[config.mk]
export PLATFORM = sky130hd
export DESIGN_NAME = html_entity_decoder_core
export DESIGN_NICKNAME = d
export VERILOG_FILES = /design/src/sv/hed_pkg.sv /design/src/sv/hed_ram.sv /design/src/sv/hed_ctrl.sv /design/src/sv/hed_dp.sv /design/src/sv/html_entity_decoder_core.sv
export SDC_FILE = /design/constraint.sdc
export NUM_CORES = 1
export LEC_CHECK = 0
export CAP_MARGIN = 20
export CORE_MARGIN = 3
export CORE_UTILIZATION = 50
export CTS_CLUSTER_SIZE = 10
export DETAILED_ROUTE_END_ITERATION = 12
export DONT_BUFFER_PORTS = 1
export GPL_TIMING_DRIVEN = 0
export PLACE_DENSITY = 0.65
export REMOVE_ABC_BUFFERS = 1
export SYNTH_ARGS = -nofsm -noshare
export SYNTH_HDL_FRONTEND = slang
export SYNTH_SLANG_ARGS = --single-unit
[constraint.sdc]
create_clock -name clk -period 18.5 [get_ports clk]
set_input_delay 3.7 -clock clk [delete_from_list [all_inputs] [get_ports clk]]
set_output_delay 3.7 -clock clk [all_outputs]
set_load 0.02 [all_outputs]
[src/sv/hed_pkg.sv]
// Shared types, character codes and entity tables for the HTML entity decoder.
// Used by the controller, the datapath and the top level.
`default_nettype none
package hed_pkg;

  localparam int MAX_SPAN_DEF = 20;
  localparam int OUT_LIMIT    = 24;
  localparam int EW           = $clog2(OUT_LIMIT + 1);
  localparam int NAME_COUNT   = 18;

  localparam logic [7:0] CH_AMP   = 8'h26;
  localparam logic [7:0] CH_SEMI  = 8'h3b;
  localparam logic [7:0] CH_HASH  = 8'h23;
  localparam logic [7:0] CH_QMARK = 8'h3f;

  typedef struct packed {
    logic [7:0] text_byte;
    logic       end_of_text;
  } hed_in_t;

  typedef struct packed {
    logic [7:0] out_byte;
    logic       out_last;
  } hed_out_t;

  typedef enum logic [2:0] {
    ES_AMP,
    ES_SEMI,
    ES_TEXT,
    ES_NUM,
    ES_RAM
  } hed_esel_t;

  // numeric form parser, one step per held byte after the hash
  typedef enum logic [6:0] {
    NP_BASE = 7'b0000001,
    NP_WS   = 7'b0000010,
    NP_PFX  = 7'b0000100,
    NP_ZERO = 7'b0001000,
    NP_ZX   = 7'b0010000,
    NP_DIG  = 7'b0100000,
    NP_DONE = 7'b1000000
  } hed_np_t;

  typedef struct packed {
    logic      accept;
    logic      take_in;
    logic      take_ram;
    logic      emit_en;
    hed_esel_t emit_sel;
    logic      ri_inc;
    logic      close;
    logic      rp_start;
    logic      flush;
  } hed_cmd_t;

  typedef struct packed {
    logic semi;
    logic ovf;
    logic name_hit;
    logic is_hash;
    logic ri_at_len;
    logic ri_at_cnt;
    logic txt_last;
    logic emit_ok;
    logic flush_ok;
    logic in_ent;
    logic last;
    logic p_valid;
  } hed_stat_t;

  function automatic logic [7:0] lower8(input logic [7:0] c);
    return (c >= "A" && c <= "Z") ? c + 8'd32 : c;
  endfunction

  // names left-justified, zero padded
  function automatic logic [47:0] name_str(input logic [4:0] k);
    logic [47:0] s;
    case (k)
      5'd0:    s = {"amp", 24'd0};
      5'd1:    s = {"lt", 32'd0};
      5'd2:    s = {"gt", 32'd0};
      5'd3:    s = {"quot", 16'd0};
      5'd4:    s = {"apos", 16'd0};
      5'd5:    s = {"nbsp", 16'd0};
      5'd6:    s = {"copy", 16'd0};
      5'd7:    s = {"reg", 24'd0};
      5'd8:    s = {"mdash", 8'd0};
      5'd9:    s = {"ndash", 8'd0};
      5'd10:   s = "hellip";
      5'd11:   s = {"bull", 16'd0};
      5'd12:   s = {"laquo", 8'd0};
      5'd13:   s = {"raquo", 8'd0};
      5'd14:   s = {"euro", 16'd0};
      5'd15:   s = {"pound", 8'd0};
      5'd16:   s = {"yen", 24'd0};
      5'd17:   s = {"cent", 16'd0};
      default: s = 48'd0;
    endcase
    return s;
  endfunction

  function automatic logic [2:0] name_len(input logic [4:0] k);
    logic [2:0] n;
    case (k)
      5'd1, 5'd2:                                  n = 3'd2;
      5'd0, 5'd7, 5'd16:                           n = 3'd3;
      5'd3, 5'd4, 5'd5, 5'd6, 5'd11, 5'd14, 5'd17: n = 3'd4;
      5'd8, 5'd9, 5'd12, 5'd13, 5'd15:             n = 3'd5;
      5'd10:                                       n = 3'd6;
      default:                                     n = 3'd7;
    endcase
    return n;
  endfunction

  function automatic logic [7:0] name_ch(input logic [4:0] k, input logic [2:0] pos);
    logic [47:0] s;
    s = name_str(k) << {pos, 3'b000};
    return s[47:40];
  endfunction

  function automatic logic [23:0] text_str(input logic [4:0] k);
    logic [23:0] s;
    case (k)
      5'd0:    s = {"&", 16'd0};
      5'd1:    s = {"<", 16'd0};
      5'd2:    s = {">", 16'd0};
      5'd3:    s = {"\"", 16'd0};
      5'd4:    s = {"'", 16'd0};
      5'd5:    s = {" ", 16'd0};
      5'd6:    s = "(c)";
      5'd7:    s = "(r)";
      5'd8:    s = {"--", 8'd0};
      5'd9:    s = {"-", 16'd0};
      5'd10:   s = "...";
      5'd11:   s = {"*", 16'd0};
      5'd12:   s = {"<<", 8'd0};
      5'd13:   s = {">>", 8'd0};
      5'd14:   s = "EUR";
      5'd15:   s = "GBP";
      5'd16:   s = "JPY";
      5'd17:   s = {"c", 16'd0};
      default: s = 24'd0;
    endcase
    return s;
  endfunction

  function automatic logic [1:0] text_len(input logic [4:0] k);
    logic [1:0] n;
    case (k)
      5'd6, 5'd7, 5'd10, 5'd14, 5'd15, 5'd16: n = 2'd3;
      5'd8, 5'd12, 5'd13:                     n = 2'd2;
      default:                                n = 2'd1;
    endcase
    return n;
  endfunction

  function automatic logic [7:0] text_ch(input logic [4:0] k, input logic [1:0] idx);
    logic [23:0] s;
    s = text_str(k) << {idx, 3'b000};
    return s[23:16];
  endfunction

endpackage
`default_nettype wire

[src/sv/hed_ram.sv]
// Generic single-write, single-read RAM with registered read data.
// No dependencies.
`default_nettype none
module hed_ram #(
  parameter int WIDTH = 8,
  parameter int DEPTH = 20
) (
  input  wire logic                     clk,
  input  wire logic                     we,
  input  wire logic [$clog2(DEPTH)-1:0] waddr,
  input  wire logic [WIDTH-1:0]         wdata,
  input  wire logic [$clog2(DEPTH)-1:0] raddr,
  output logic      [WIDTH-1:0]         rdata
);

  logic [WIDTH-1:0] mem [DEPTH];

  always_ff @(posedge clk) begin
    if (we) begin
      mem[waddr] <= wdata;
    end
    rdata <= mem[raddr];
  end

endmodule
`default_nettype wire

[src/sv/hed_ctrl.sv]
// Sequencer for the HTML entity decoder: accepts items, walks resolve,
// replay and flush steps. Depends on hed_pkg.
`default_nettype none
module hed_ctrl (
  input  wire logic               clk,
  input  wire logic               rst_n,
  input  wire logic               in_valid,
  output logic                    in_ready,
  input  wire hed_pkg::hed_stat_t stat,
  output hed_pkg::hed_cmd_t       cmd
);
  import hed_pkg::*;

  typedef enum logic [8:0] {
    S_IDLE  = 9'b000000001,
    S_RES   = 9'b000000010,
    S_UNRD  = 9'b000000100,
    S_UNUSE = 9'b000001000,
    S_RPS   = 9'b000010000,
    S_RPRD  = 9'b000100000,
    S_RPUSE = 9'b001000000,
    S_CHK   = 9'b010000000,
    S_FLUSH = 9'b100000000
  } state_t;

  state_t state_r, state_nxt;

  assign in_ready = (state_r == S_IDLE);

  always_comb begin
    state_nxt = state_r;
    cmd       = '0;
    case (state_r)
      S_IDLE: begin
        if (in_valid) begin
          cmd.accept  = 1'b1;
          cmd.take_in = !stat.semi;
          if (stat.semi)     state_nxt = S_RES;
          else if (stat.ovf) state_nxt = S_RPS;
          else               state_nxt = S_CHK;
        end
      end
      S_RES: begin
        if (stat.emit_ok) begin
          cmd.emit_en = 1'b1;
          if (stat.name_hit) begin
            cmd.emit_sel = ES_TEXT;
            if (stat.txt_last) begin
              cmd.close = 1'b1;
              state_nxt = S_CHK;
            end else begin
              cmd.ri_inc = 1'b1;
            end
          end else if (stat.is_hash) begin
            cmd.emit_sel = ES_NUM;
            cmd.close    = 1'b1;
            state_nxt    = S_CHK;
          end else begin
            cmd.emit_sel = ES_AMP;
            state_nxt    = S_UNRD;
          end
        end
      end
      S_UNRD: begin
        if (!stat.ri_at_cnt) begin
          state_nxt = S_UNUSE;
        end else if (stat.emit_ok) begin
          cmd.emit_en  = 1'b1;
          cmd.emit_sel = ES_SEMI;
          cmd.close    = 1'b1;
          state_nxt    = S_CHK;
        end
      end
      S_UNUSE: begin
        if (stat.emit_ok) begin
          cmd.emit_en  = 1'b1;
          cmd.emit_sel = ES_RAM;
          cmd.ri_inc   = 1'b1;
          state_nxt    = S_UNRD;
        end
      end
      S_RPS: begin
        if (stat.emit_ok) begin
          cmd.emit_en  = 1'b1;
          cmd.emit_sel = ES_AMP;
          cmd.rp_start = 1'b1;
          state_nxt    = S_RPRD;
        end
      end
      S_RPRD: begin
        state_nxt = stat.ri_at_len ? S_CHK : S_RPUSE;
      end
      S_RPUSE: begin
        // feed one held item back through the decoder
        if (stat.emit_ok) begin
          cmd.take_ram = 1'b1;
          cmd.ri_inc   = 1'b1;
          state_nxt    = S_RPRD;
        end
      end
      S_CHK: begin
        state_nxt = (stat.last && stat.in_ent) ? S_RPS : S_FLUSH;
      end
      S_FLUSH: begin
        if (stat.flush_ok) begin
          cmd.flush = 1'b1;
          state_nxt = S_IDLE;
        end
      end
      default: state_nxt = S_IDLE;
    endcase
  end

  always_ff @(posedge clk) begin
    if (!rst_n) begin
      state_r <= S_IDLE;
    end else begin
      state_r <= state_nxt;
    end
  end

endmodule
`default_nettype wire

[src/sv/hed_dp.sv]
// Datapath of the HTML entity decoder: span RAM, name and number matchers,
// pending and output registers. Depends on hed_pkg and hed_ram.
`default_nettype none
module hed_dp #(
  parameter int MAX_SPAN = hed_pkg::MAX_SPAN_DEF
) (
  input  wire logic              clk,
  input  wire logic              rst_n,
  input  wire hed_pkg::hed_in_t  in_data,
  input  wire hed_pkg::hed_cmd_t cmd,
  output hed_pkg::hed_stat_t     stat,
  output logic                   out_valid,
  input  wire logic              out_ready,
  output hed_pkg::hed_out_t      out_data
);
  import hed_pkg::*;

  localparam int CW = $clog2(MAX_SPAN + 1);
  localparam int AW = $clog2(MAX_SPAN);

  logic                  in_ent_r, in_ent_nxt;
  logic [CW-1:0]         cnt_r, cnt_nxt;
  logic [CW-1:0]         ri_r, ri_nxt;
  logic [CW-1:0]         len_r, len_nxt;
  logic                  last_r, last_nxt;
  logic [EW-1:0]         ecnt_r, ecnt_nxt;
  logic                  p_valid_r, p_valid_nxt;
  logic [7:0]            p_byte_r, p_byte_nxt;
  logic                  out_valid_r, out_valid_nxt;
  hed_out_t              out_data_r, out_data_nxt;
  logic [NAME_COUNT-1:0] mask_r, mask_nxt;
  logic                  is_hash_r, is_hash_nxt;
  hed_np_t               np_r, np_nxt;
  logic                  b16_r, b16_nxt;
  logic                  neg_r, neg_nxt;
  logic [7:0]            mag_r, mag_nxt;

  logic                  take;
  logic [7:0]            tb, lc, rd_data, em_b, sel_b, num_b;
  logic                  ram_we, em_req, do_emit, emit_ok, hit;
  logic [4:0]            hit_idx;
  logic [EW-1:0]         ecnt_base;
  logic [NAME_COUNT-1:0] mask_upd;

  // numeric parse step results
  hed_np_t    ps_np;
  logic       ps_b16, ps_neg, consumed, d_ok;
  logic [7:0] ps_mag;
  logic [3:0] d_val;
  logic [11:0] prod;

  hed_ram #(.WIDTH(8), .DEPTH(MAX_SPAN)) u_span (
    .clk   (clk),
    .we    (ram_we),
    .waddr (cnt_r[AW-1:0]),
    .wdata (tb),
    .raddr (ri_r[AW-1:0]),
    .rdata (rd_data)
  );

  assign take = cmd.take_in | cmd.take_ram;
  assign tb   = cmd.take_ram ? rd_data : in_data.text_byte;
  assign lc   = lower8(tb);

  always_comb begin
    hit     = 1'b0;
    hit_idx = 5'd0;
    for (int k = 0; k < NAME_COUNT; k++) begin
      if (!hit && mask_r[k] && cnt_r == CW'(name_len(5'(k)))) begin
        hit     = 1'b1;
        hit_idx = 5'(k);
      end
      mask_upd[k] = mask_r[k] && (cnt_r < CW'(name_len(5'(k)))) &&
                    (lc == name_ch(5'(k), cnt_r[2:0]));
    end
  end

  assign num_b = (!neg_r && mag_r != 8'd0 && !mag_r[7]) ? mag_r : CH_QMARK;

  always_comb begin
    case (cmd.emit_sel)
      ES_AMP:  sel_b = CH_AMP;
      ES_SEMI: sel_b = CH_SEMI;
      ES_TEXT: sel_b = text_ch(hit_idx, ri_r[1:0]);
      ES_NUM:  sel_b = num_b;
      ES_RAM:  sel_b = rd_data;
      default: sel_b = CH_QMARK;
    endcase
  end

  // digit value of the current byte in the current base
  always_comb begin
    d_ok  = 1'b0;
    d_val = 4'd0;
    if (tb >= "0" && tb <= "9") begin
      d_ok  = 1'b1;
      d_val = tb[3:0];
    end else if (b16_r && lc >= "a" && lc <= "f") begin
      d_ok  = 1'b1;
      d_val = 4'(lc - "a" + 8'd10);
    end
  end

  always_comb begin
    ps_np    = np_r;
    ps_b16   = b16_r;
    ps_neg   = neg_r;
    ps_mag   = mag_r;
    consumed = 1'b0;
    prod     = b16_r ? {mag_r, 4'b0000} : ({1'b0, mag_r, 3'b000} + {3'b000, mag_r, 1'b0});
    prod     = prod + {8'd0, d_val};
    if (ps_np == NP_BASE) begin
      if (lc == "x") begin
        ps_b16   = 1'b1;
        consumed = 1'b1;
      end
      ps_np = NP_WS;
    end
    if (!consumed && ps_np == NP_WS) begin
      if (tb == " " || (tb >= 8'd9 && tb <= 8'd13)) begin
        consumed = 1'b1;
      end else if (tb == "+" || tb == "-") begin
        ps_neg   = (tb == "-");
        ps_np    = NP_PFX;
        consumed = 1'b1;
      end else begin
        ps_np = NP_PFX;
      end
    end
    if (!consumed && ps_np == NP_PFX) begin
      if (ps_b16 && tb == "0") begin
        ps_mag   = 8'd0;
        ps_np    = NP_ZERO;
        consumed = 1'b1;
      end else begin
        ps_np = NP_DIG;
      end
    end
    if (!consumed && ps_np == NP_ZERO) begin
      if (lc == "x") begin
        ps_np    = NP_ZX;
        consumed = 1'b1;
      end else begin
        ps_np = NP_DIG;
      end
    end
    if (!consumed && ps_np == NP_ZX) begin
      // 0x counts as a prefix only when a hex digit follows
      if (d_ok) begin
        ps_mag = {4'd0, d_val};
        ps_np  = NP_DIG;
      end else begin
        ps_np = NP_DONE;
      end
      consumed = 1'b1;
    end
    if (!consumed && ps_np == NP_DIG) begin
      if (d_ok) begin
        ps_mag = (prod > 12'd128) ? 8'd128 : prod[7:0];
      end else begin
        ps_np = NP_DONE;
      end
    end
  end

  assign emit_ok   = !p_valid_r || !out_valid_r || out_ready;
  assign em_req    = cmd.emit_en | (take && !in_ent_r && tb != CH_AMP);
  assign em_b      = cmd.emit_en ? sel_b : tb;
  assign ecnt_base = cmd.accept ? EW'(0) : ecnt_r;
  assign do_emit   = em_req && (ecnt_base < EW'(OUT_LIMIT));
  assign ram_we    = take && in_ent_r;

  always_comb begin
    in_ent_nxt    = in_ent_r;
    cnt_nxt       = cnt_r;
    ri_nxt        = ri_r;
    len_nxt       = len_r;
    last_nxt      = last_r;
    ecnt_nxt      = ecnt_base;
    p_valid_nxt   = p_valid_r;
    p_byte_nxt    = p_byte_r;
    out_valid_nxt = out_valid_r;
    out_data_nxt  = out_data_r;
    mask_nxt      = mask_r;
    is_hash_nxt   = is_hash_r;
    np_nxt        = np_r;
    b16_nxt       = b16_r;
    neg_nxt       = neg_r;
    mag_nxt       = mag_r;

    if (out_valid_r && out_ready) out_valid_nxt = 1'b0;

    if (cmd.accept) begin
      last_nxt = in_data.end_of_text;
      ri_nxt   = '0;
    end
    if (cmd.rp_start) begin
      len_nxt    = cnt_r;
      in_ent_nxt = 1'b0;
      cnt_nxt    = '0;
      ri_nxt     = '0;
    end
    if (cmd.close) begin
      in_ent_nxt = 1'b0;
      cnt_nxt    = '0;
    end
    if (cmd.ri_inc) ri_nxt = ri_r + CW'(1);

    if (take) begin
      if (!in_ent_r) begin
        if (tb == CH_AMP) begin
          in_ent_nxt  = 1'b1;
          cnt_nxt     = '0;
          mask_nxt    = '1;
          is_hash_nxt = 1'b0;
          np_nxt      = NP_BASE;
          b16_nxt     = 1'b0;
          neg_nxt     = 1'b0;
          mag_nxt     = 8'd0;
        end
      end else begin
        cnt_nxt  = cnt_r + CW'(1);
        mask_nxt = mask_upd;
        if (cnt_r == '0) begin
          is_hash_nxt = (tb == CH_HASH);
          np_nxt      = NP_BASE;
        end else begin
          np_nxt  = ps_np;
          b16_nxt = ps_b16;
          neg_nxt = ps_neg;
          mag_nxt = ps_mag;
        end
      end
    end

    // hold the newest item back so the last one can be flagged
    if (do_emit) begin
      if (p_valid_r) begin
        out_valid_nxt = 1'b1;
        out_data_nxt  = '{out_byte: p_byte_r, out_last: 1'b0};
      end
      p_byte_nxt  = em_b;
      p_valid_nxt = 1'b1;
      ecnt_nxt    = ecnt_base + EW'(1);
    end
    if (cmd.flush && p_valid_r) begin
      out_valid_nxt = 1'b1;
      out_data_nxt  = '{out_byte: p_byte_r, out_last: last_r};
      p_valid_nxt   = 1'b0;
    end
  end

  always_ff @(posedge clk) begin
    if (!rst_n) begin
      in_ent_r    <= 1'b0;
      cnt_r       <= '0;
      ri_r        <= '0;
      len_r       <= '0;
      last_r      <= 1'b0;
      ecnt_r      <= '0;
      p_valid_r   <= 1'b0;
      out_valid_r <= 1'b0;
    end else begin
      in_ent_r    <= in_ent_nxt;
      cnt_r       <= cnt_nxt;
      ri_r        <= ri_nxt;
      len_r       <= len_nxt;
      last_r      <= last_nxt;
      ecnt_r      <= ecnt_nxt;
      p_valid_r   <= p_valid_nxt;
      out_valid_r <= out_valid_nxt;
    end
  end

  always_ff @(posedge clk) begin
    p_byte_r   <= p_byte_nxt;
    out_data_r <= out_data_nxt;
    mask_r     <= mask_nxt;
    is_hash_r  <= is_hash_nxt;
    np_r       <= np_nxt;
    b16_r      <= b16_nxt;
    neg_r      <= neg_nxt;
    mag_r      <= mag_nxt;
  end

  assign out_valid = out_valid_r;
  assign out_data  = out_data_r;

  assign stat.semi      = in_ent_r && (in_data.text_byte == CH_SEMI);
  assign stat.ovf       = in_ent_r && (cnt_r == CW'(MAX_SPAN - 1));
  assign stat.name_hit  = hit;
  assign stat.is_hash   = is_hash_r && (cnt_r != '0);
  assign stat.ri_at_len = (ri_r == len_r);
  assign stat.ri_at_cnt = (ri_r == cnt_r);
  assign stat.txt_last  = (ri_r == CW'(text_len(hit_idx)) - CW'(1));
  assign stat.emit_ok   = emit_ok;
  assign stat.flush_ok  = emit_ok;
  assign stat.in_ent    = in_ent_r;
  assign stat.last      = last_r;
  assign stat.p_valid   = p_valid_r;

`ifndef SYNTHESIS
  a_span_bound: assert property (@(posedge clk) disable iff (!rst_n)
    cnt_r <= CW'(MAX_SPAN)) else $error("span count past capacity");
  a_ram_write: assert property (@(posedge clk) disable iff (!rst_n)
    ram_we |-> cnt_r < CW'(MAX_SPAN)) else $error("span write beyond store");
  a_emit_room: assert property (@(posedge clk) disable iff (!rst_n)
    em_req |-> emit_ok) else $error("item emitted with no room");
  a_emit_limit: assert property (@(posedge clk) disable iff (!rst_n)
    ecnt_r <= EW'(OUT_LIMIT)) else $error("result count past limit");
`endif

endmodule
`default_nettype wire

[src/sv/html_entity_decoder_core.sv]
// HTML entity decoder top level: hed_ctrl sequencer plus hed_dp datapath.
// A plain byte passes through accept, check and flush into the output register.
// Expanded characters are emitted from the resolve step; each byte replayed or
// copied from the span store takes a RAM read and then a use step; an overflow
// replay holds the input off until it is done. Results appear in the cycle after
// they leave the pending stage; a stalled out channel stalls the sequencer.
// Synchronous active-low reset, no clearing pass.
`default_nettype none
module html_entity_decoder_core #(
  parameter int MAX_SPAN = hed_pkg::MAX_SPAN_DEF
) (
  input  wire logic             clk,
  input  wire logic             rst_n,
  input  wire logic             in_valid,
  output logic                  in_ready,
  input  wire hed_pkg::hed_in_t in_data,
  output logic                  out_valid,
  input  wire logic             out_ready,
  output hed_pkg::hed_out_t     out_data
);
  import hed_pkg::*;

  hed_cmd_t  cmd;
  hed_stat_t stat;

  hed_ctrl u_ctrl (
    .clk      (clk),
    .rst_n    (rst_n),
    .in_valid (in_valid),
    .in_ready (in_ready),
    .stat     (stat),
    .cmd      (cmd)
  );

  hed_dp #(.MAX_SPAN(MAX_SPAN)) u_dp (
    .clk       (clk),
    .rst_n     (rst_n),
    .in_data   (in_data),
    .cmd       (cmd),
    .stat      (stat),
    .out_valid (out_valid),
    .out_ready (out_ready),
    .out_data  (out_data)
  );

`ifndef SYNTHESIS
  a_idle_empty: assert property (@(posedge clk) disable iff (!rst_n)
    in_ready |-> !stat.p_valid) else $error("pending item left at accept");
  a_take_one: assert property (@(posedge clk) disable iff (!rst_n)
    !(cmd.take_in && cmd.take_ram)) else $error("two take sources at once");
  a_flush_alone: assert property (@(posedge clk) disable iff (!rst_n)
    cmd.flush |-> !cmd.emit_en && !cmd.take_in && !cmd.take_ram)
    else $error("flush collides with emit");
`endif

endmodule
`default_nettype wire

# Word level (Yosys, flattened, before mapping)
# Memories as Yosys holds them, arrays and structs flattened. A register that Yosys moved wholly into a read port is not among the register bits.
# Cells that the tools add are included.
totals:
  romBits: 736
  in_bits: 13
  register_bits: 86
  mem_bits_rw: 160
  memories: 3
  output_inout_bits: 11
  wordCells: 431
memory_table:
  columns: ["memory", "words", "word_bits", "read_ports", "rd_clocked_by_memory_dff", "wr", "line_no", "source"]
  rows:
  - ["(name not given)", 32, 21, 1, 0, 0, "hed_pkg.sv:124", "case (k)"]
  - ["u_dp.u_span.mem", 20, 8, 1, 1, 1, "hed_ram.sv:16", "logic [WIDTH-1:0] mem [DEPTH];"]
  - ["(name not given)", 32, 2, 1, 0, 0, "hed_pkg.sv:150", "case (k)"]
op_classes:
  shift: 19
  n_mux: 155
  n_reduce_logical: 142
  n_addsub: 9
  eq_ne: 67
  n_bitwise: 3
  n_lt_le_gt_ge: 15
ops:
  columns: ["operator", "n"]
  rows:
  - ["47-bit by 6-bit << shifter with 48-bit output, first input constant", 18]
  - ["8-bit == test", 18]
  - ["8-bit 2-to-1 mux", 18]
  - ["9-bit 2-to-1 mux", 13]
  - ["1-bit logical AND", 94]
  - ["7-bit 2-to-1 mux", 12]
  - ["9-bit case mux with 8 select lines", 1]
  - ["5-bit 2-to-1 mux", 13]
  - ["1-bit 2-to-1 mux", 64]
  - ["8-bit by 6-bit == test with 1-bit output, second input constant", 7]
  - ["4-bit 2-to-1 mux", 13]
  - ["8-bit case mux with 5 select lines", 1]
  - ["18-bit 2-to-1 mux", 2]
  - ["1-bit logical NOT", 28]
  - ["24-bit 2-to-1 mux", 1]
  - ["24-bit by 5-bit << shifter with 24-bit output", 1]
  - ["6-bit 2-to-1 mux", 3]
  - ["8-bit by 7-bit greater-or-equal comparator with 1-bit output, second input constant", 2]
  - ["8-bit by 7-bit <= comparator with 1-bit output, second input constant", 2]
  - ["4-bit case mux with 4 select lines", 1]
  - ["5-bit by 1-bit adder with 5-bit output, second input constant", 3]
  - ["5-bit by 3-bit == test with 1-bit output, second input constant", 3]
  - ["5-bit == test", 3]
  - ["5-bit by 3-bit < comparator with 1-bit output, second input constant", 3]
  - ["58 further kinds", 86]

# Longest topological paths before layout
# Gate-level depths: netlist of the first run.
# An unclocked memory read counts as a cell.
depth:
  ltp_word: 83
  mapped_depth: 28
  ltp_nobuf: 24

# Modules after synthesis
# Synthesis of the first run repeated with hierarchy kept, for this count alone.
unflattened:
  hier_cells: 1282
  hier_area_um2: 14470.1
by_module_without_submodules:
  columns: ["mod", "instances", "cells_each", "area_per_inst_um2", "seq_area_each_um2"]
  rows:
  - ["hed_dp", 1, 877, 7270.7, 2072.0]
  - ["hed_ram", 1, 308, 6482.5, 4964.8]
  - ["hed_ctrl", 1, 97, 716.9, 180.2]

# Least setup slack after synthesis of the first run
# Ideal clock, no wire load.
synth_timing:
  kind: "input-to-reg"
  start: "input port out_ready"
  end: "register u_dp.mag_r[3] (data pin)"
  setup_time_ns: 0.147
  t_arrival_ns: 9.323
  path_buffers: 2
  cell_stages: 25
  setup_slack_ns: 9.030
  required_ns: 18.353
  path_cell_list: "and3b_1 -> buf_2 -> o41ai_1 -> a21boi_1 -> clkinv_1 -> buf_1 -> ha_1 -> nor4b_1 -> nor2_1 -> o211ai_1 -> a211o_1 -> nor2b_1 -> a31oi_1 -> o22ai_1 -> inv_1 -> fa_1 -> nor2b_1 -> o21bai_1 -> xnor2_1 -> and2_1 -> o2111ai_1 -> a311oi_1 -> o22ai_1 -> or4_1 -> a21oi_1"
synth_between:
  elab_chain_len: 27
  elab_cells_between_ends: 78
  classes_between: "add/sub: 4; order compare: 9; eq/ne: 9; mux: 37; reduce/logical: 19"
synth_rtl:
  columns: ["item", "line_no", "source"]
  rows:
  - ["from (decl)", "html_entity_decoder_core.sv:18", "input wire logic out_ready,"]
  - ["1-bit logical OR (*)", "hed_dp.sv:166", "assign emit_ok = !p_valid_r || !out_valid_r || out_ready;"]
  - ["1-bit 2-to-1 mux (*)", "hed_ctrl.sv:95", "if (stat.emit_ok) begin"]
  - ["1-bit 2-to-1 mux (*)", "hed_ctrl.sv:33", "case (state_r)"]
  - ["8-bit 2-to-1 mux (*)", "hed_dp.sv:62", "assign tb = cmd.take_ram ? rd_data : in_data.text_byte;"]
  - ["8-bit by 7-bit greater-or-equal comparator with 1-bit output / 8-bit by 7-bit <= comparator with 1-bit output (equally long branches)", "hed_pkg.sv:73", "return (c >= \"A\" && c <= \"Z\") ? c + 8'd32 : c;"]
  - ["1-bit logical AND", "hed_pkg.sv:73", null]
  - ["8-bit 2-to-1 mux (*)", "hed_pkg.sv:73", null]
  - ["named net u_dp.lc[0]", "hed_dp.sv:39", "logic [7:0] tb, lc, rd_data, em_b, sel_b, num_b;"]
  - ["branches (longest 17 deep; another with 12-bit by 4-bit adder with 12-bit output)", null, null]
  - ["8-bit 2-to-1 mux (*)", "hed_dp.sv:157", "if (!consumed && ps_np == NP_DIG) begin"]
  - ["8-bit 2-to-1 mux (*)", "hed_dp.sv:224", "if (cnt_r == '0) begin"]
  - ["8-bit 2-to-1 mux (*)", "hed_dp.sv:210", "if (!in_ent_r) begin"]
  - ["to (signal assigned)", "hed_dp.sv:283", "mag_r <= mag_nxt;"]
  - ["to (decl)", "hed_dp.sv:36", "logic [7:0] mag_r, mag_nxt;"]
# Mark *: on every way through the listed nets, which the timed path passes. The select of a mux whose other input is x is not followed.
# A chain may end at the register's enable or synchronous reset.

# Worst setup path in the final report of the first run
layout_timing:
  start: "input port out_ready"
  end: "register u_dp.mag_r[3] (data pin)"
layout_between:
  elab_chain_len: 27
  elab_cells_between_ends: 78
  classes_between: "add/sub: 4; order compare: 9; eq/ne: 9; mux: 37; reduce/logical: 19"
layout_rtl:
  columns: ["item", "line_no"]
  rows:
  - ["1-bit logical OR (*)", "hed_dp.sv:166"]
  - ["1-bit 2-to-1 mux (*)", "hed_ctrl.sv:95"]
  - ["1-bit 2-to-1 mux (*)", "hed_ctrl.sv:33"]
  - ["8-bit 2-to-1 mux (*)", "hed_dp.sv:62"]
  - ["branches (longest 20 deep; another with 12-bit by 4-bit adder with 12-bit output)", null]
  - ["8-bit 2-to-1 mux (*)", "hed_dp.sv:157"]
  - ["8-bit 2-to-1 mux (*)", "hed_dp.sv:224"]
  - ["8-bit 2-to-1 mux (*)", "hed_dp.sv:210"]
# Mark *: on every way between the ends. The select of a mux whose other input is x is not followed.

==> results.tsv, run 1 <==
metric	value	unit
vias	10700	
drt pass-1 iters	5	
peak supply drop	0.0835	mV
Pwr Density	81.1	mW/mm^2
final setup fails	0	
core footprint	0.0281	sq mm
Largest stage delay, worst path	0.91	ns
initial antenna violation count	0	
ranking of synthesized cells by area	edfxtp_1 (44%), mux4_2 (7.5%), dfxtp_1 (5.7%)	
Synth area leader	edfxtp_1	
Hold Fails Final Rpt	0	
GRT Overall Usage	25.2	%
fmax	0.0916	GHz
# fillers	2421	
Hold Buf Count CTS	0	
Hold Crit Class	reg -> reg	
Synth Flop Type	edfxtp_1	
Crit path required time	18.90	ns
RSZ-0062 raised after global routing	false	
routability cong.	0.928	
slowest CP cell	a21boi_2	
die height	176	um
# Post-CTS Setup Buffers	0	
WL final	38600	um
WS Path Type	in -> reg	
total grt overflow	0	
number of synthesized flops with an enable pin	213	
cell area after placement	0.0148	sq mm
# IOs	24	
antenna cells	0	
post-cts resize count	0	
Post-DRT Antenna Nets	0	
total power	0.00128	W
Tightest Pin Transition	1.05	ns
Initial Util	51.2	%
status	finished, final reports clean	
final worst-path cycle share	59.0	%
crit path time final	10.91	ns
final cell count without fillers	1663	
drt initial violations	929	
Post-Syn Area	0.0144	sq mm
max-slew violations	0	
Synth cell types	88	
area grow syn2layout	9.62	%
CTS Buf Count	31	
critical path arrival	11.31	ns
Core Rows	61	
clock sink count	254	
layout cells sized above 1	10.9	%
Synth Warn #	0	
Yosys top cell area share	44.4	%
final instance area	0.0158	sq mm
Crit. End Element	flop	
Async SR Flop Fraction	0	%
Pleak	5.29	nW
Die X	176	um
Root Driver	clkbuf_16	
Critical Path Source Type	input port	
Via-to-Cell Ratio	6.43	
Worst-Skew Late Latency	0.57	ns
Max clock buf depth	3	
DRC	0	
first-pass GRT wire length	61100	um
die area	0.0309	sq mm
Final #Nets	1316	
largest net degree at the start of global routing	60	
vias in the first global route	10500	
IO Port Bufs	0	
H-tree levels	1	
TritonCTS clock tree	yes	
Fin Hold WS	0.416	ns
Synth Register Bits	254	
Setup TNS Final	0	ns
Slew HR	29.4	%
crit path cell chain	and3b_1 -> o41ai_1 -> a21boi_2 -> clkinv_1 -> ha_1 -> nor4b_1 -> nor2_1 -> o211ai_1 -> a211o_1 -> nor2b_1 -> a31oi_1 -> o22ai_1 -> inv_1 -> fa_1 -> nor2b_1 -> o21bai_1 -> xnor2_1 -> and2_1 -> o2111ai_1 -> a311oi_1 -> o22ai_1 -> or4_1 -> a21oi_1	
max_cap viols	0	
register area share after synthesis	50.1	%
WL per Instance	23.2	um
Max FO, Critical Path	16	
HPWL after DPL	26400	um
CTS clock-pin slew for the worst setup and hold paths	0.06	ns
Mapped Avg Cell Area	11.2	sq um
Mapped Cells	1282	
Worst Skew	0.0238	ns
placed cells	1601	
-- final cells by class --
cell class	count	area (sq um)	share of cell area, %
Sequential cell	254	7220	45.8
Timing Repair Buffer	13	229	1.45
Tap cell	378	473	3.00
Multi-Input combinational cell	923	6780	43.0
Inverter	37	139	0.880
Clock buffer	51	882	5.59
Clock inverter	7	51.3	0.325
-- registers in the layout, indices dropped and copies added, names as in the netlist, 7 cells and up --
name	cells
u_dp.mag_r	8
u_ctrl.state_r	9
u_dp.u_span.mem	160
u_dp.out_data	9
u_dp.mask_r	18
u_dp.p_byte_r	8
u_dp.u_span.rdata	8
u_dp.np_r	7
-- layout by cell type (no fill, tap or decap), types with 10 or more instances in the layout --
cell type	instances
a21o_1	16
dfxtp_1	39
clkbuf_16	32
nor4b_1	10
xnor2_1	52
a31oi_1	18
mux2i_1	12
and3_1	10
nand2_1	114
nand4_1	11
nand3_1	53
mux2_2	12
o21ai_0	60
and2_1	10
or3_1	13
nor3_1	34
nand2b_1	15
a21oi_1	59
nor4_1	14
nor2_1	102
clkbuf_1	18
inv_1	31
mux4_2	48
xor2_1	11
ha_1	41
nor2b_1	21
edfxtp_1	213
a32oi_1	13
o22ai_1	13
-- worst max-delay path: cells and delay by family --
kind,cells,cell delay [ns]
compound gates,11,3.50
simple gates,7,1.95
xor+xnor,1,0.19
buf+inv,2,0.92
fa+ha+maj,2,1.02
-- logic make-up after synthesis --
group           share of synthesized area [%]
compound gates                           13.9
simple gates                             15.8
xor+xnor                                 3.83
buf+inv                                  2.90
mux                                      9.61
flops                                    50.1
fa+ha+maj                                3.84
-- per-layer routing --
layer | up-vias | share of wire, % | routed length, um | GRT usage [%]
met5 | - | 0 | 0 | 0
met1 | 5263 | 43 | 16800 | 35.6
met2 | 451 | 46 | 17700 | 39.7
li1 | 4912 | - | - | -
met3 | 71 | 7.3 | 2830 | 3.98
met4 | 0 | 3.6 | 1390 | 8.97
-- through the flow --
stage / worst slack [ns] / util [%]
floorplan: 8.29 / -
global placement: 5.67 / 51.9
finish: 7.59 / 56.2
CTS: 7.78 / 56.0
global route: 7.05 / 56.2
detailed placement: 7.23 / 52.7
-- Yosys cell counts (all sizes together), types with 8 or more instances --
| library cell | count |
|---|---|
| nor2b | 21 |
| mux4 | 48 |
| mux2i | 16 |
| o22ai | 13 |
| clkbuf | 48 |
| xnor2 | 52 |
| buf | 20 |
| o2111ai | 8 |
| dfxtp | 41 |
| edfxtp | 213 |
| nand4 | 11 |
| a21o | 17 |
| a21boi | 10 |
| nand2b | 15 |
| o21ai | 62 |
| xor2 | 11 |
| a32oi | 13 |
| o31ai | 9 |
| nor2 | 102 |
| ha | 41 |
| inv | 33 |
| and2 | 10 |
| nand2 | 114 |
| nor4 | 15 |
| or3 | 13 |
| a31oi | 19 |
| mux2 | 12 |
| nand3 | 53 |
| a21oi | 59 |
| nor3 | 34 |
| nor4b | 12 |
| and3 | 10 |
-- power by group --
group	total, W	internal [W]	switching, W
Combinational	0.0000829	0.0000257	0.0000572
Sequential	0.000640	0.000631	0.00000905
Clock	0.000557	0.000325	0.000232
Total	0.00128	0.000981	0.000299
-- worst paths after layout --
| check | cells past startpoint | slack (ns) | to | start |
|---|---|---|---|---|
| worst max register to register | 23 | 10.09 | u_dp.mag_r[3] | u_ctrl.state_r[4] |
| worst min-delay path | 0 | 0.42 | u_dp.out_data[8] | u_dp.p_byte_r[7] |
| worst max-delay path | 23 | 7.59 | u_dp.mag_r[3] | out_ready |
| worst min register to register | 0 | 0.42 | u_dp.out_data[8] | u_dp.p_byte_r[7] |
Note: power is estimated with default switching activity, not from simulation.
==> inputs of run 2 (changes only) <==
--- a/config.mk
+++ b/config.mk
@@ -5,6 +5,7 @@
 export SDC_FILE = /design/constraint.sdc
 export NUM_CORES = 1
 export LEC_CHECK = 0
+export ABC_AREA = 1
 export CAP_MARGIN = 20
 export CORE_MARGIN = 3
 export CORE_UTILIZATION = 50
@@ -12,7 +13,7 @@
 export DETAILED_ROUTE_END_ITERATION = 12
 export DONT_BUFFER_PORTS = 1
 export GPL_TIMING_DRIVEN = 0
-export PLACE_DENSITY = 0.65
+export PLACE_DENSITY = 0.68
 export REMOVE_ABC_BUFFERS = 1
 export SYNTH_ARGS = -nofsm -noshare
 export SYNTH_HDL_FRONTEND = slang
==> constraint.sdc (replaced) <==
create_clock -name clk -period 9.2 [get_ports clk]
set_input_delay 1.84 -clock clk [delete_from_list [all_inputs] [get_ports clk]]
set_output_delay 1.84 -clock clk [all_outputs]
set_load 0.02 [all_outputs]
==> results.tsv, run 2 <==
metric	value	unit	change
drt pass-1 iters	7		was 5
Critical Path Source Type	input port		unchanged
count leader, synth	nand2_1		was edfxtp_1
Clock power frac	39.0	%	was 43.5%
Synth cell types	56		was 88
Worst Skew	0.0166	ns	was 0.0238 ns
hold path endpoint	u_dp.out_data[5]		was u_dp.out_data[8]
fmax	0.121	GHz	
IO Port Bufs	0		unchanged
Crit. End Element	flop		unchanged
final instance area	0.0159	sq mm	was 0.0158 sq mm
R2R setup slack	1.71	ns	was 10.09 ns
hold_sp	u_dp.p_byte_r[4]		was u_dp.p_byte_r[7]
total grt overflow	0		unchanged
RSZ-0062 raised after global routing	false		unchanged
Pwr Density	182	mW/mm^2	was 81.1 mW/mm^2
status	finished, final reports clean		unchanged
Hold Buf Count CTS	0		unchanged
slowest CP cell	nand2_1		was a21boi_2
CP dominant cell by count	nand2_1		
setup ws final	0.960	ns	was 7.59 ns
Mapped Avg Cell Area	8.63	sq um	was 11.2 sq um
Most flops, register	u_dp.u_span.mem		unchanged
area grow syn2layout	9.07	%	was 9.62%
CTS Buf Count	31		unchanged
crit path time final	8.24	ns	
initial antenna violation count	0		unchanged
ranking of synthesized cells by area	edfxtp_1 (44%), nand2_1 (6.7%), nor2_1 (6.4%)		was edfxtp_1 (44%), mux4_2 (7.5%), dfxtp_1 (5.7%)
reg2reg start	u_dp.out_valid		was u_ctrl.state_r[4]
H-tree levels	1		unchanged
largest net degree at the start of global routing	94		was 60
Setup TNS Final	0	ns	unchanged
Synth area leader	edfxtp_1		unchanged
# IOs	24		unchanged
Worst-Skew Late Latency	0.58	ns	was 0.57 ns
area of the multi-input gates	0.00642	sq mm	was 0.00678 sq mm
final worst-path cycle share	89.6	%	
registers with the most flip-flops	u_dp.u_span.mem x160, u_dp.mask_r x18		unchanged
HPWL after DPL	26900	um	was 26400 um
Synth top cells by count	nand2_1 (259), nor2_1 (250), edfxtp_1 (213)		was edfxtp_1 (213), nand2_1 (114), nor2_1 (102)
Final #Nets	1724		was 1316
Hold Path Cell Cnt	0		unchanged
Async SR Flop Fraction	0	%	unchanged
Hold Crit Class	reg -> reg		unchanged
# fillers	2551		was 2421
DP Worst Slack	-0.695	ns	was 7.23 ns
Synth Register Bits	254		unchanged
Mapped Cells	1693		was 1282
Via-to-Cell Ratio	5.90		was 6.43
DRC	0		unchanged
routability cong.	0.950		was 0.928
number of synthesized flops with an enable pin	213		unchanged
Slew HR	23.1	%	was 29.4%
core footprint	0.0283	sq mm	was 0.0281 sq mm
switching part of the total power	28.5	%	was 23.3%
Comb pwr share	14.2	%	was 6.5%
WL per Instance	19.6	um	was 23.2 um
Hold Fails Final Rpt	0		unchanged
die area	0.0313	sq mm	was 0.0309 sq mm
Internal	0.00207	W	was 0.000981 W
Sw Pwr	0.000827	W	was 0.000299 W
Largest stage delay, worst path	0.73	ns	was 0.91 ns
Max clock buf depth	3		unchanged
Die X	177	um	was 176 um
CTS clock-pin slew for the worst setup and hold paths	0.06	ns	about the same
Post-Syn Area	0.0146	sq mm	was 0.0144 sq mm
Crit path required time	9.58	ns	was 18.90 ns
drt initial violations	1526		was 929
Seq pwr share	46.8	%	was 50.0%
Tightest Pin Transition	1.15	ns	was 1.05 ns
max_cap viols	0		unchanged
final setup fails	0		unchanged
GRT Overall Usage	25.7	%	was 25.2%
Core Rows	61		unchanged
layout cells sized above 1	7.68	%	was 10.9%
Pleak	6.15	nW	was 5.29 nW
Yosys top cell area share	43.8	%	was 44.4%
Root Driver	clkbuf_16		unchanged
vias in the first global route	11500		was 10500
WL final	40700	um	was 38600 um
Synth Warn #	0		unchanged
first-pass GRT wire length	63600	um	was 61100 um
commonest non-fill, non-tap cells in the layout	nand2_1 (256), nor2_1 (250), edfxtp_1 (213)		was edfxtp_1 (213), nand2_1 (114), nor2_1 (102)
Reg2Reg Capture Point	u_dp.mag_r[2]		was u_dp.mag_r[3]
max-slew violations	0		unchanged
die height	177	um	was 176 um
Sequential Area	0.00722	sq mm	about the same
Worst Reg-to-Reg Cells	33		was 23
WS Path Type	in -> reg		unchanged
peak supply drop	0.136	mV	was 0.0835 mV
Initial Util	51.6	%	was 51.2%
Synth Flop Type	edfxtp_1		unchanged
max reg flops	160		unchanged
Post-DRT Antenna Nets	0		unchanged
TritonCTS clock tree	yes		unchanged
critical path arrival	8.62	ns	was 11.31 ns
clock sink count	254		unchanged
antenna cells	0		unchanged
register area share after synthesis	49.4	%	was 50.1%
cell area after placement	0.0149	sq mm	was 0.0148 sq mm
Max FO, Critical Path	22		was 16
vias	12200		was 10700
commonest non-fill, non-tap cell in the layout	nand2_1		was edfxtp_1
-- run 2: how the worst max path moves through the flow --
stage,startpoint,to,slack (ns),cells after the start
after floorplan,out_ready,u_dp.mag_r[4],1.27,35
after global placement,out_ready,u_dp.mag_r[2],-0.89,35
after detailed placement,out_ready,u_dp.mag_r[2],-0.69,33
after CTS,out_ready,u_dp.mag_r[2],0.24,35
after global routing,out_ready,u_dp.mag_r[4],0.28,34
final,out_ready,u_dp.mag_r[2],0.96,32
-- run 2: per-layer routing --
layer	up-vias	wire (um)	track usage (%)
met4	0	1260	7.66
met3	82	3280	3.47
met2	529	18700	41.6
met5	-	0	0
met1	5778	17500	36.4
li1	5838	-	-
-- run 2: cells by family after synthesis --
group / count (synthesis) / synth area share, %
adders and majority gates: 43 / 3.79
DFF: 254 / 49.4
buffers and inverters: 251 / 6.79
AOI/OAI and AO/OA: 343 / 13.6
xor gates and xnor gates: 48 / 2.88
and+or+nand+nor: 754 / 23.5
-- run 2: critical path: cells and delay by family --
family          cells  cell delay (ns)
simple gates       24             4.55
fa+ha+maj           1             0.46
compound gates      4             1.08
buf+inv             3             0.64
-- run 2: timing repair --
item	4_1_cts	5_1_grt
setup buffers	1	0
cloned	1	0
setup endpoints to repair	5	8
resized for setup	1	4
-- run 2: area by class of cell --
class / instances / share of cell area (%)
flip-flops and latches: 254 / 45.3
inverters: 183 / 4.34
clock inverters: 5 / 0.283
repair buffers: 9 / 1.08
multi-input cells: 1188 / 40.3
clock buffers: 53 / 5.64
well taps: 378 / 2.97
repair inverters: 1 / 0.0314
-- run 2: through the flow --
stage,total power (W),cells,utilization (%),hold WS (ns)
after global placement,0.00176,2003,52.2,0.404
after CTS,0.00290,2068,55.9,0.422
after global routing,0.00301,2071,56.2,0.426
after detailed placement,0.00177,2008,52.5,0.412
after floorplan,0.00164,1625,-,0.400
final,0.00290,2071,56.2,0.420
-- run 2: power groups by stage --
stage / registers (W) / logic (W) / clock network (W)
after floorplan: 0.00136 / 0.000271 / 0
after CTS: 0.00136 / 0.000397 / 0.00114
after global routing: 0.00136 / 0.000452 / 0.00119
after global placement: 0.00138 / 0.000384 / 0
after detailed placement: 0.00138 / 0.000393 / 0
final: 0.00136 / 0.000413 / 0.00113
==> inputs of run 3 (changes only) <==
--- a/config.mk
+++ b/config.mk
@@ -7,6 +7,7 @@
 export LEC_CHECK = 0
 export ABC_AREA = 1
 export CAP_MARGIN = 20
+export CORE_ASPECT_RATIO = 1.5
 export CORE_MARGIN = 3
 export CORE_UTILIZATION = 50
 export CTS_CLUSTER_SIZE = 10
==> results.tsv, run 3 (synthesis gave the netlist of run 2 again) <==
metric	value	unit	change
status	finished, final reports clean		unchanged
final worst-path cycle share	89.2	%	was 89.6%
Clock power frac	38.1	%	was 39.0%
routability cong.	0.922		was 0.950
crit path time final	8.21	ns	was 8.24 ns
fmax	0.122	GHz	was 0.121 GHz
first-pass GRT wire length	65300	um	was 63600 um
vias in the first global route	11800		was 11500
CP dominant cell by count	nor2_1		was nand2_1
Worst Reg-to-Reg Cells	35		was 33
# IOs	24		unchanged
Crit. End Element	flop		unchanged
R2R setup slack	1.77	ns	was 1.71 ns
Via-to-Cell Ratio	5.84		was 5.90
TritonCTS clock tree	yes		unchanged
Sw Pwr	0.000794	W	was 0.000827 W
reg2reg start	u_dp.out_valid		unchanged
Crit path required time	9.59	ns	was 9.58 ns
CP top delay family	simple AND/OR/NAND/NOR gates		unchanged
clock sink count	254		unchanged
Post-DRT Antenna Nets	0		unchanged
die height	215	um	was 177 um
layout cells sized above 1	7.34	%	was 7.68%
DRC	0		unchanged
max reg flops	160		unchanged
setup ws final	0.995	ns	was 0.960 ns
Max FO, Critical Path	36		was 22
WL final	41700	um	was 40700 um
registers with the most flip-flops	u_dp.u_span.mem x160, u_dp.mask_r x18		unchanged
Core Rows	76		was 61
Hold Fails Final Rpt	0		unchanged
drt pass-1 iters	5		was 7
HPWL after DPL	29000	um	was 26900 um
slowest CP cell	o21a_4		was nand2_1
peak supply drop	0.116	mV	was 0.136 mV
CTS clock-pin slew for the worst setup and hold paths	0.06	ns	about the same
CTS Buf Count	30		was 31
IO Port Bufs	0		unchanged
total grt overflow	0		unchanged
Pwr Density	179	mW/mm^2	was 182 mW/mm^2
Seq pwr share	48.0	%	was 46.8%
RSZ-0062 raised after global routing	false		unchanged
initial antenna violation count	0		unchanged
Hold Crit Class	reg -> reg		unchanged
Final #Nets	1722		was 1724
largest net degree at the start of global routing	94		unchanged
Root Driver	clkbuf_16		unchanged
Initial Util	50.8	%	was 51.6%
Worst-Skew Late Latency	0.56	ns	was 0.58 ns
Most flops, register	u_dp.u_span.mem		unchanged
switching part of the total power	28.1	%	was 28.5%
Worst Skew	0.0129	ns	was 0.0166 ns
Slew HR	26.1	%	was 23.1%
Hold Path Cell Cnt	0		unchanged
Reg2Reg Capture Point	u_dp.mag_r[6]		was u_dp.mag_r[2]
vias	12100		was 12200
Pleak	6.09	nW	was 6.15 nW
Fin Hold WS	0.417	ns	was 0.420 ns
WS Path Type	in -> reg		unchanged
max-slew violations	0		unchanged
final setup fails	0		unchanged
WL per Instance	20.1	um	was 19.6 um
commonest non-fill, non-tap cell in the layout	nand2_1		unchanged
hold path endpoint	u_dp.out_data[3]		was u_dp.out_data[5]
Crit. path cell count	34		was 32
H-tree levels	1		unchanged
Die X	146	um	was 177 um
die area	0.0313	sq mm	about the same
DP Worst Slack	-0.670	ns	was -0.695 ns
antenna cells	0		unchanged
hold_sp	u_dp.p_byte_r[2]		was u_dp.p_byte_r[4]
Tightest Pin Transition	1.11	ns	was 1.15 ns
Internal	0.00203	W	was 0.00207 W
Worst Path Buf+Inv	5		was 3
Setup TNS Final	0	ns	unchanged
core footprint	0.0287	sq mm	was 0.0283 sq mm
max_cap viols	0		unchanged
GRT Overall Usage	26.2	%	was 25.7%
Comb pwr share	14.0	%	was 14.2%
Max clock buf depth	3		unchanged
area grow syn2layout	8.34	%	was 9.07%
Critical Path Source Type	input port		unchanged
commonest non-fill, non-tap cells in the layout	nand2_1 (256), nor2_1 (250), edfxtp_1 (213)		unchanged
drt initial violations	1025		was 1526
Largest stage delay, worst path	0.52	ns	was 0.73 ns
critical path arrival	8.59	ns	was 8.62 ns
[run 3: timing repair]
action	4_1_cts	5_1_grt
pin swaps	0	0
cloned	1	0
hold buffers	0	0
buffers inserted	0	2
setup endpoints to repair	5	8
resized for setup	1	4
[run 3: power groups by stage]
stage               clock, W  combinational [W]  sequential [W]
finish               0.00108           0.000395         0.00136
global route         0.00114           0.000438         0.00136
CTS                  0.00109           0.000390         0.00136
detailed placement         0           0.000387         0.00138
global placement           0           0.000377         0.00138
floorplan                  0           0.000271         0.00136
[run 3: final cells by class]
type | count | area (sq um)
clock buffer | 52 | 855
timing repair buffer | 8 | 118
tap | 390 | 488
multi-input combinational | 1188 | 6420
timing repair inverter | 1 | 5.00
clock inverter | 4 | 22.5
sequential | 254 | 7220
fill | 2704 | 12900
inverter | 183 | 692
[run 3: how the worst max path moves through the flow]
stage | start | to
after floorplan | out_ready | u_dp.mag_r[4]
after global placement | out_ready | u_dp.mag_r[6]
after detailed placement | out_ready | u_dp.mag_r[6]
after CTS | out_ready | u_dp.mag_r[6]
after global routing | out_ready | u_dp.mag_r[6]
final | out_ready | u_dp.mag_r[6]
[run 3: metal layers]
metal  up-vias  wire length (um)  track usage (%)
li1       5827                 -                -
met1      5789             16000             30.8
met2       418             21500             47.1
met3       110              2110             3.04
met4         0              2040             13.1
met5         -                 0                0
[run 3: per-stage QoR]
step / area [sq um] / total power [W] / utilization, % / std cells
floorplan: 14300 / 0.00164 / - / 1625
global placement: 14800 / 0.00176 / 51.5 / 2015
detailed placement: 14900 / 0.00177 / 51.9 / 2020
CTS: 15800 / 0.00284 / 54.9 / 2077
global route: 15800 / 0.00294 / 55.1 / 2080
finish: 15800 / 0.00283 / 55.1 / 2080
[run 3: worst reg2reg max path: cells and delay by family (launching register included)]
| family | cells | cell delay, ns |
|---|---|---|
| flops | 1 | 0.44 |
| compound gates | 7 | 2.06 |
| fa+ha+maj | 2 | 0.78 |
| simple gates | 20 | 3.06 |
| buf+inv | 6 | 0.94 |
